## src/rtl/core/pfa_pkg.sv

```systemverilog
// Shared types and codes of the partition fit allocator.
// Used by the controller, the datapath and the top level; depends on nothing.
`default_nettype none

package pfa_pkg;

	// Operation codes of an input transaction. Code 3 is unused.
	typedef enum logic [1:0] {
		OP_LOAD  = 2'd0,
		OP_ALLOC = 2'd1,
		OP_CLEAR = 2'd2
	} op_t;

	// Result status codes.
	localparam logic [2:0] ST_LOADED    = 3'd0;
	localparam logic [2:0] ST_ALLOCATED = 3'd1;
	localparam logic [2:0] ST_NO_FIT    = 3'd2;
	localparam logic [2:0] ST_FULL      = 3'd3;
	localparam logic [2:0] ST_CLEARED   = 3'd4;

	// Placement policy codes. The unused code behaves as first fit.
	localparam logic [1:0] POL_FIRST = 2'd0;
	localparam logic [1:0] POL_BEST  = 2'd1;
	localparam logic [1:0] POL_WORST = 2'd2;

	// Configuration register index.
	localparam logic REG_FIT_POLICY = 1'b0;

	typedef enum logic [2:0] {
		S_IDLE,
		S_DECODE,
		S_SCAN,
		S_FINISH,
		S_OUTPUT
	} state_t;

	// Commands from the controller to the datapath.
	typedef struct packed {
		logic       capture;
		logic       load_exec;
		logic       clear_exec;
		logic       scan_init;
		logic       scan_step;
		logic       commit;
		logic       set_result;
		logic [2:0] res_status;
		logic       out_load;
	} pfa_cmd_t;

	// Status from the datapath to the controller.
	typedef struct packed {
		op_t  op;
		logic full;
		logic issue_done;
		logic pipe_busy;
		logic found;
	} pfa_stat_t;

endpackage

`default_nettype wire

```

## src/rtl/core/pfa_ctrl.sv

```systemverilog
// Controller state machine of the partition fit allocator.
// Depends on pfa_pkg; drives the datapath through pfa_cmd_t commands.
`default_nettype none

module pfa_ctrl (
	input  wire logic               clk,
	input  wire logic               arst_n,
	input  wire logic               in_valid,
	output logic                    in_ready,
	output logic                    out_valid,
	input  wire logic               out_ready,
	input  wire pfa_pkg::pfa_stat_t stat,
	output pfa_pkg::pfa_cmd_t       cmd
);
	import pfa_pkg::*;

	state_t state_q, state_d;
	logic   out_valid_q;

	always_ff @(posedge clk or negedge arst_n) begin
		if (!arst_n) begin
			state_q     <= S_IDLE;
			out_valid_q <= 1'b0;
		end else begin
			state_q <= state_d;
			if (cmd.out_load) begin
				out_valid_q <= 1'b1;
			end else if (out_ready) begin
				out_valid_q <= 1'b0;
			end
		end
	end

	always_comb begin
		state_d        = state_q;
		cmd            = '0;
		cmd.res_status = ST_NO_FIT;
		in_ready       = 1'b0;
		unique case (state_q)
			S_IDLE: begin
				in_ready = 1'b1;
				if (in_valid) begin
					cmd.capture = 1'b1;
					state_d     = S_DECODE;
				end
			end
			S_DECODE: begin
				state_d = S_OUTPUT;
				unique case (stat.op)
					OP_LOAD: begin
						cmd.set_result = 1'b1;
						if (stat.full) begin
							cmd.res_status = ST_FULL;
						end else begin
							cmd.load_exec  = 1'b1;
							cmd.res_status = ST_LOADED;
						end
					end
					OP_ALLOC: begin
						cmd.scan_init = 1'b1;
						state_d       = S_SCAN;
					end
					OP_CLEAR: begin
						cmd.clear_exec = 1'b1;
						cmd.set_result = 1'b1;
						cmd.res_status = ST_CLEARED;
					end
					default: begin
						cmd.set_result = 1'b1;
						cmd.res_status = ST_NO_FIT;
					end
				endcase
			end
			S_SCAN: begin
				// Issue one read per cycle, then let the compare stage drain.
				if (!stat.issue_done) begin
					cmd.scan_step = 1'b1;
				end else if (!stat.pipe_busy) begin
					state_d = S_FINISH;
				end
			end
			S_FINISH: begin
				cmd.set_result = 1'b1;
				if (stat.found) begin
					cmd.commit     = 1'b1;
					cmd.res_status = ST_ALLOCATED;
				end else begin
					cmd.res_status = ST_NO_FIT;
				end
				state_d = S_OUTPUT;
			end
			S_OUTPUT: begin
				if (!out_valid_q || out_ready) begin
					cmd.out_load = 1'b1;
					state_d      = S_IDLE;
				end
			end
			default: begin
				state_d = S_IDLE;
			end
		endcase
	end

	assign out_valid = out_valid_q;

endmodule

`default_nettype wire

```

## src/rtl/core/pfa_dp.sv

```systemverilog
// Datapath of the partition fit allocator: size table memory, scan and result registers.
// Depends on pfa_pkg; controlled by pfa_ctrl through pfa_cmd_t and pfa_stat_t.
`default_nettype none

module pfa_dp #(
	parameter int NUM_PARTS = 16,
	parameter int IDX_W     = 4,
	parameter int CNT_W     = 5
) (
	input  wire logic              clk,
	input  wire logic              arst_n,
	input  wire pfa_pkg::pfa_cmd_t cmd,
	output pfa_pkg::pfa_stat_t     stat,
	input  wire logic [1:0]        fit_policy,
	input  wire logic [1:0]        operation,
	input  wire logic [15:0]       size_value,
	output logic [2:0]             status,
	output logic [3:0]             partition_index,
	output logic [15:0]            remaining_after
);
	import pfa_pkg::*;

	logic [15:0] mem [NUM_PARTS];

	op_t              op_q;
	logic [15:0]      req_q;
	logic [CNT_W-1:0] count_q;
	logic [CNT_W-1:0] scan_q;
	logic             v_s1;
	logic [IDX_W-1:0] idx_s1;
	logic [15:0]      rdata_s1;
	logic             found_q;
	logic [IDX_W-1:0] best_q;
	logic [15:0]      best_val_q;
	logic [2:0]       res_status_q;
	logic [3:0]       res_idx_q;
	logic [15:0]      res_rem_q;
	logic [2:0]       out_status_q;
	logic [3:0]       out_idx_q;
	logic [15:0]      out_rem_q;

	logic        fits;
	logic        take;
	logic [15:0] best_left;

	assign fits      = rdata_s1 >= req_q;
	assign best_left = best_val_q - req_q;

	// A fitting entry replaces the current pick only where the policy asks for it.
	always_comb begin
		take = 1'b0;
		if (v_s1 && fits) begin
			if (!found_q) begin
				take = 1'b1;
			end else if (fit_policy == POL_BEST) begin
				take = rdata_s1 < best_val_q;
			end else if (fit_policy == POL_WORST) begin
				take = rdata_s1 > best_val_q;
			end
		end
	end

	always_ff @(posedge clk) begin
		if (cmd.load_exec) begin
			mem[count_q[IDX_W-1:0]] <= req_q;
		end else if (cmd.commit) begin
			mem[best_q] <= best_left;
		end
		if (cmd.scan_step) begin
			rdata_s1 <= mem[scan_q[IDX_W-1:0]];
		end
	end

	always_ff @(posedge clk or negedge arst_n) begin
		if (!arst_n) begin
			count_q <= '0;
			scan_q  <= '0;
			v_s1    <= 1'b0;
			found_q <= 1'b0;
		end else begin
			if (cmd.load_exec) begin
				count_q <= count_q + 1'b1;
			end else if (cmd.clear_exec) begin
				count_q <= '0;
			end
			if (cmd.scan_init) begin
				scan_q  <= '0;
				found_q <= 1'b0;
			end else begin
				if (cmd.scan_step) begin
					scan_q <= scan_q + 1'b1;
				end
				if (take) begin
					found_q <= 1'b1;
				end
			end
			v_s1 <= cmd.scan_step;
		end
	end

	always_ff @(posedge clk) begin
		if (cmd.capture) begin
			op_q  <= op_t'(operation);
			req_q <= size_value;
		end
		idx_s1 <= scan_q[IDX_W-1:0];
		if (take) begin
			best_q     <= idx_s1;
			best_val_q <= rdata_s1;
		end
		if (cmd.set_result) begin
			res_status_q <= cmd.res_status;
			unique case (cmd.res_status)
				ST_LOADED: begin
					res_idx_q <= 4'(count_q);
					res_rem_q <= req_q;
				end
				ST_ALLOCATED: begin
					res_idx_q <= 4'(best_q);
					res_rem_q <= best_left;
				end
				default: begin
					res_idx_q <= '0;
					res_rem_q <= '0;
				end
			endcase
		end
		if (cmd.out_load) begin
			out_status_q <= res_status_q;
			out_idx_q    <= res_idx_q;
			out_rem_q    <= res_rem_q;
		end
	end

	always_comb begin
		stat.op         = op_q;
		stat.full       = count_q == CNT_W'(NUM_PARTS);
		stat.issue_done = scan_q == count_q;
		stat.pipe_busy  = v_s1;
		stat.found      = found_q;
	end

	assign status          = out_status_q;
	assign partition_index = out_idx_q;
	assign remaining_after = out_rem_q;

endmodule

`default_nettype wire

```

## src/rtl/core/partition_fit_allocator.sv

```systemverilog
// Top level of the partition fit allocator: configuration port, controller and datapath.
// Depends on pfa_pkg, pfa_ctrl and pfa_dp.
`default_nettype none

// Channel   Handshake             Payload
// input     in_valid / in_ready   operation[1:0], size_value[15:0]
// output    out_valid / out_ready status[2:0], partition_index[3:0], remaining_after[15:0]
// config    APB write/read        paddr[2:0], pwdata[31:0], prdata[31:0]
//
// A load, clear or unused operation passes from acceptance through the decode state,
// which sets the result register, to the output state, which loads the output register.
// An allocation first scans the size table through its single registered read port,
// one entry a cycle, then sets the result. Reset clears the partition count, the policy
// register and the handshake state; the size table itself is not cleared. The block takes
// one transaction at a time and takes the next one while a finished result still waits
// for out_ready; a second finished result holds the input off until the first is taken.

module partition_fit_allocator #(
	parameter int NUM_PARTS = 16
) (
	input  wire logic        clk,
	input  wire logic        arst_n,
	input  wire logic        in_valid,
	output logic             in_ready,
	input  wire logic [1:0]  operation,
	input  wire logic [15:0] size_value,
	output logic             out_valid,
	input  wire logic        out_ready,
	output logic [2:0]       status,
	output logic [3:0]       partition_index,
	output logic [15:0]      remaining_after,
	input  wire logic        psel,
	input  wire logic        penable,
	input  wire logic        pwrite,
	input  wire logic [2:0]  paddr,
	input  wire logic [31:0] pwdata,
	output logic [31:0]      prdata,
	output logic             pready
);
	import pfa_pkg::*;

	// The index keeps at least one bit; the count also holds NUM_PARTS itself.
	localparam int IDX_W = (NUM_PARTS > 1) ? $clog2(NUM_PARTS) : 1;
	localparam int CNT_W = $clog2(NUM_PARTS + 1);

	logic [1:0] fit_policy_q;
	pfa_cmd_t   cmd;
	pfa_stat_t  stat;

	// Only register zero exists; writes to the upper word address are dropped.
	assign pready = 1'b1;

	always_ff @(posedge clk or negedge arst_n) begin
		if (!arst_n) begin
			fit_policy_q <= POL_FIRST;
		end else if (psel && penable && pwrite && paddr[2] == REG_FIT_POLICY) begin
			fit_policy_q <= pwdata[1:0];
		end
	end

	assign prdata = (paddr[2] == REG_FIT_POLICY) ? {30'd0, fit_policy_q} : 32'd0;

	pfa_ctrl u_ctrl (
		.clk       (clk),
		.arst_n    (arst_n),
		.in_valid  (in_valid),
		.in_ready  (in_ready),
		.out_valid (out_valid),
		.out_ready (out_ready),
		.stat      (stat),
		.cmd       (cmd)
	);

	pfa_dp #(
		.NUM_PARTS (NUM_PARTS),
		.IDX_W     (IDX_W),
		.CNT_W     (CNT_W)
	) u_dp (
		.clk             (clk),
		.arst_n          (arst_n),
		.cmd             (cmd),
		.stat            (stat),
		.fit_policy      (fit_policy_q),
		.operation       (operation),
		.size_value      (size_value),
		.status          (status),
		.partition_index (partition_index),
		.remaining_after (remaining_after)
	);

	// An accepted transaction blocks the input until its work is done.
	a_busy_after_accept: assert property (@(posedge clk) disable iff (!arst_n)
		(in_valid && in_ready) |=> !in_ready)
		else $error("input accepted twice in a row");

	// Only loaded and allocated results carry an index and a remaining size.
	a_zero_payload: assert property (@(posedge clk) disable iff (!arst_n)
		(out_valid && status != ST_LOADED && status != ST_ALLOCATED)
		|-> (partition_index == 4'd0 && remaining_after == 16'd0))
		else $error("nonzero payload on a result without a partition");

	// A fresh result never carries a status outside the defined codes.
	a_status_code: assert property (@(posedge clk) disable iff (!arst_n)
		$rose(out_valid) |-> (status <= ST_CLEARED))
		else $error("undefined status code");

endmodule

`default_nettype wire
```

## config.mk

```make
export PLATFORM = sky130hd
export DESIGN_NAME = partition_fit_allocator
export DESIGN_NICKNAME = d
export VERILOG_FILES = /design/src/rtl/core/pfa_pkg.sv /design/src/rtl/core/pfa_ctrl.sv /design/src/rtl/core/pfa_dp.sv /design/src/rtl/core/partition_fit_allocator.sv
export SDC_FILE = /design/constraint.sdc
export NUM_CORES = 1
export LEC_CHECK = 0
export ABC_AREA = 1
export BUFFER_PORTS_ARGS = -buffer_cell sky130_fd_sc_hd__buf_4
export CORE_AREA = 2 2 194 196
export CTS_BUF_LIST = sky130_fd_sc_hd__clkbuf_8 sky130_fd_sc_hd__clkbuf_16
export DETAILED_ROUTE_END_ITERATION = 10
export DIE_AREA = 0 0 196 198
export GPL_TIMING_DRIVEN = 0
export PLACE_DENSITY_LB_ADDON = 0.25
export REMOVE_ABC_BUFFERS = 1
export SKIP_LAST_GASP = 1
export SYNTH_ARGS = -nofsm -noshare
export SYNTH_HDL_FRONTEND = slang
export SYNTH_SLANG_ARGS = --single-unit
```

## constraint.sdc

```tcl
create_clock -name clk -period 7.7 [get_ports clk]
set_input_delay 1.155 -clock clk [delete_from_list [all_inputs] [get_ports clk]]
set_output_delay 1.155 -clock clk [all_outputs]
set_load 0.01 [all_outputs]
```

==> key figures <==
Synthesis
  • #FFs+latches synth: 378
  • Commonest cells post-synth: edfxtp_1 (356), nor2_1 (189), o21ai_0 (162)
  • Synth Cell Area: 0.01627 mm^2
  • EDFF count, synth: 356
  • Synth area leaders: edfxtp_1 (66%), o21ai_0 (5.0%), nor2_1 (4.4%), ha_1 (3.8%), nand2_1 (3.4%)
  • YS warnings: 0
  • Synth top area share: 65.71%
  • Most common cell in the synthesized netlist: edfxtp_1
  • Post-synthesis sequential area ratio: 68.97%
  • Cell variety after synth: 43
  • Top_reg_cell synth: edfxtp_1
  • Avg Cell Area, Syn: 12.12 um^2
  • Cells after Synth: 1,342
  • FFs w/ async S/R, synth: 4.762%
  • Post-synth top area cell: edfxtp_1

Setup path
  • CP max stage cell: inv_1
  • Worst-path cell chain: inv_1, nand2_1, inv_2, nand3_4, inv_1, o21ai_1, inv_1, nand2_1, nor2_2, buf_8
  • CP top delay family: buffers and inverters
  • Crit Path Max Fanout: 30
  • Critical Path Source: u_ctrl.state_q[2]$_DFFE_PN0P_
  • Critical path startpoint category: register
  • Reg2reg start: u_ctrl.state_q[2]$_DFFE_PN0P_
  • Worst path bufs/invs: 5
  • Critical path type: register to register
  • Worst EP arrival: 3.70 ns
  • Critical R2R Capture: u_dp.mem[9][6]$_DFFE_PP_
  • WP depth: 10
  • CP max stage delay: 0.82 ns
  • Req. time, crit path: 7.93 ns
  • Critical path endpoint category: register
  • Critical Path Most Common Cell: inv_1
  • Worst setup path endpoint: u_dp.mem[9][6]$_DFFE_PP_
  • Worst reg-to-reg setup slack: 4.23 ns
  • Reg2Reg Depth: 10

Power and ir drop
  • Total Power: 0.005629 W
  • Pwr Density: 301.3 mW/mm^2
  • Peak supply drop: 0.1530 mV
  • P_leak: 6.950 nW

Clock network
  • Worst-path clk slew: 0.06 ns
  • H-tree levels: 2
  • Setup Buffers After CTS: 0
  • CTS Root Cell: clkbuf_16
  • Clock buffer depth: 3
  • TritonCTS clock tree: done
  • Clock sink total: 378
  • CTS buffer count: 40
  • Skew-Pair Late Insertion Delay: 0.54 ns
  • Hold-fix buffers, CTS: 0
  • Post-cts sizing count: 0

Die
  • Die W: 196 um
  • Io pins: 118
  • DIE AREA: 0.03881 mm^2
  • Core ar.: 0.03696 mm^2
  • Starting Density: 44.02%
  • Die Ht: 198 um
  • Cell row count: 71

Layout
  • Fill cells: 3,187
  • Area added between synthesis and finish: 14.86%
  • Layout net count: 1,528
  • Post-Layout Cell Count: 1,920
  • Layout cells sized above 1: 12.72%
  • Ant diodes: 0

Drt
  • Wire per inst: 18.94 um
  • Routed vias: 10,110
  • WL final: 36,370 um
  • DRT Pass-1 Iters: 5
  • Initial drt markers: 658
  • Antenna-violating nets left: 0
  • Drt via density: 5.267
  • # DRC: 0

Outcome
  • Status: completed

Placement
  • Cells after DPL: 1,849
  • Placer Congestion: 0.8401
  • DP HPWL: 23,790 um
  • Port buffer count: 54

Global routing
  • Tot GR Track Use: 18.82%
  • Largest net degree at the start of global routing: 131
  • Global-route wire length before repair: 55,680 um
  • Initial antenna violation count: 0
  • Grt total ovfl: 0
  • Vias in the first global route: 9,781

Timing
  • Fin Setup TNS: 0 ns
  • Fin. Hold Viols: 0
  • Fmax: 0.2881 GHz
  • Tightest Pin Transition: 1.401 ns
  • Fin crit period: 3.471 ns
  • # setup viols final: 0
  • Final Skew: 0.02320 ns
  • Unrepaired setup endpoints after global routing: no
  • Crit share post-route: 45.08%
  • Relative slew slack: 6.576%
  • Hold WS: 0.4054 ns
  • Pins Over Slew Limit: 0

Flow run
  • Max-Cap Viols: 0

Hold path
  • Hold Path Class: register to register
==> worst register-to-register path: cells and delay by family, from the launching register on <==
kind,cells,cell delay (ns)
buffers and inverters,5,1.38
and+or+nand+nor,4,1.10
DFF,1,0.38
AOI/OAI and AO/OA,1,0.33
==> cell families after synthesis <==
family | count (synthesis) | synth area share, %
AO/OA/AOI/OAI | 287 | 10.03
XOR/XNOR | 13 | 0.6998
adder cells (fa/ha/maj) | 51 | 3.968
buffers and inverters | 184 | 5.383
flip-flops | 378 | 68.97
other | 2 | 0.04616
AND/OR/NAND/NOR | 427 | 10.91
==> cell type report <==
class | count | area, um^2 | share of cell area, %
clock inverters | 27 | 196.4 | 1.051
inverters | 99 | 374.1 | 2.002
clock buffers | 44 | 1067 | 5.711
multi-input cells | 809 | 4334 | 23.19
repair buffers | 89 | 895.9 | 4.794
well taps | 474 | 593.1 | 3.174
flip-flops and latches | 378 | 11230 | 60.07
==> flip-flops by register name, indices dropped and copies added (netlist names), 3 cells and up <==
| signal | flops |
|---|---|
| u_dp.best_val_q | 16 |
| u_dp.res_rem_q | 16 |
| u_dp.res_status_q | 3 |
| u_ctrl.state_q | 3 |
| u_dp.scan_q | 5 |
| u_dp.rdata_s1 | 16 |
| u_dp.req_q | 16 |
| u_dp.remaining_after | 16 |
| u_dp.status | 3 |
| u_dp.best_q | 4 |
| u_dp.partition_index | 4 |
| u_dp.mem | 256 |
| u_dp.idx_s1 | 4 |
| u_dp.count_q | 5 |
| u_dp.res_idx_q | 4 |
==> metrics by stage <==
step / utilization [%] / setup slack [ns] / cell area, um^2
floorplan: - / 3.839 / 15880
global placement: 45.66 / 1.346 / 16870
detailed placement: 47.15 / 4.268 / 17420
CTS: 50.57 / 4.238 / 18690
global route: 50.57 / 3.999 / 18690
finish: 50.57 / 4.229 / 18690
==> metal layers <==
layer / global-route usage (%) / share of wire (%) / vias to the layer above
li1: - / - / 4898
met1: 25.05 / 44 / 4876
met2: 32.27 / 49 / 285
met3: 2.606 / 5.2 / 54
met4: 5.612 / 2.3 / 0
met5: 0 / 0 / -
==> power by group <==
group          switching (W)  internal, W  total, W  leakage [nW]
clock               0.000762      0.00109   0.00185         0.651
combinational       0.000751     0.000358   0.00111          2.81
sequential          0.000110      0.00256   0.00267          3.49
total                0.00162      0.00401   0.00563          6.95
==> how the worst min path moves through the flow <==
stage | start | endpoint | depth (start not counted)
finish | u_dp.idx_s1[3]$_DFF_P_ | u_dp.best_q[3]$_DFFE_PP_ | 0
global route | u_dp.idx_s1[1]$_DFF_P_ | u_dp.best_q[1]$_DFFE_PP_ | 0
CTS | u_dp.idx_s1[0]$_DFF_P_ | u_dp.best_q[0]$_DFFE_PP_ | 0
detailed placement | u_dp.idx_s1[0]$_DFF_P_ | u_dp.best_q[0]$_DFFE_PP_ | 0
global placement | u_dp.idx_s1[0]$_DFF_P_ | u_dp.best_q[0]$_DFFE_PP_ | 0
floorplan | u_dp.idx_s1[0]$_DFF_P_ | u_dp.best_q[0]$_DFFE_PP_ | 0
==> cells in the final DEF (no fill, tap or decap), drive strengths merged, types with 3 or more instances in the layout <==
cell type,count
nand4,5
o21ai,175
a21oi,32
nand2,150
nand3,62
dfrtp,18
o221ai,25
bufinv,3
nor2,191
conb,31
dfxtp,4
clkinv,17
or2,6
o22ai,42
ha,50
nor3,8
clkbuf,44
edfxtp,356
buf,89
a21o,3
nand3b,3
inv,106
xor2,12
o211ai,7
(Power assumes the default switching activity.)
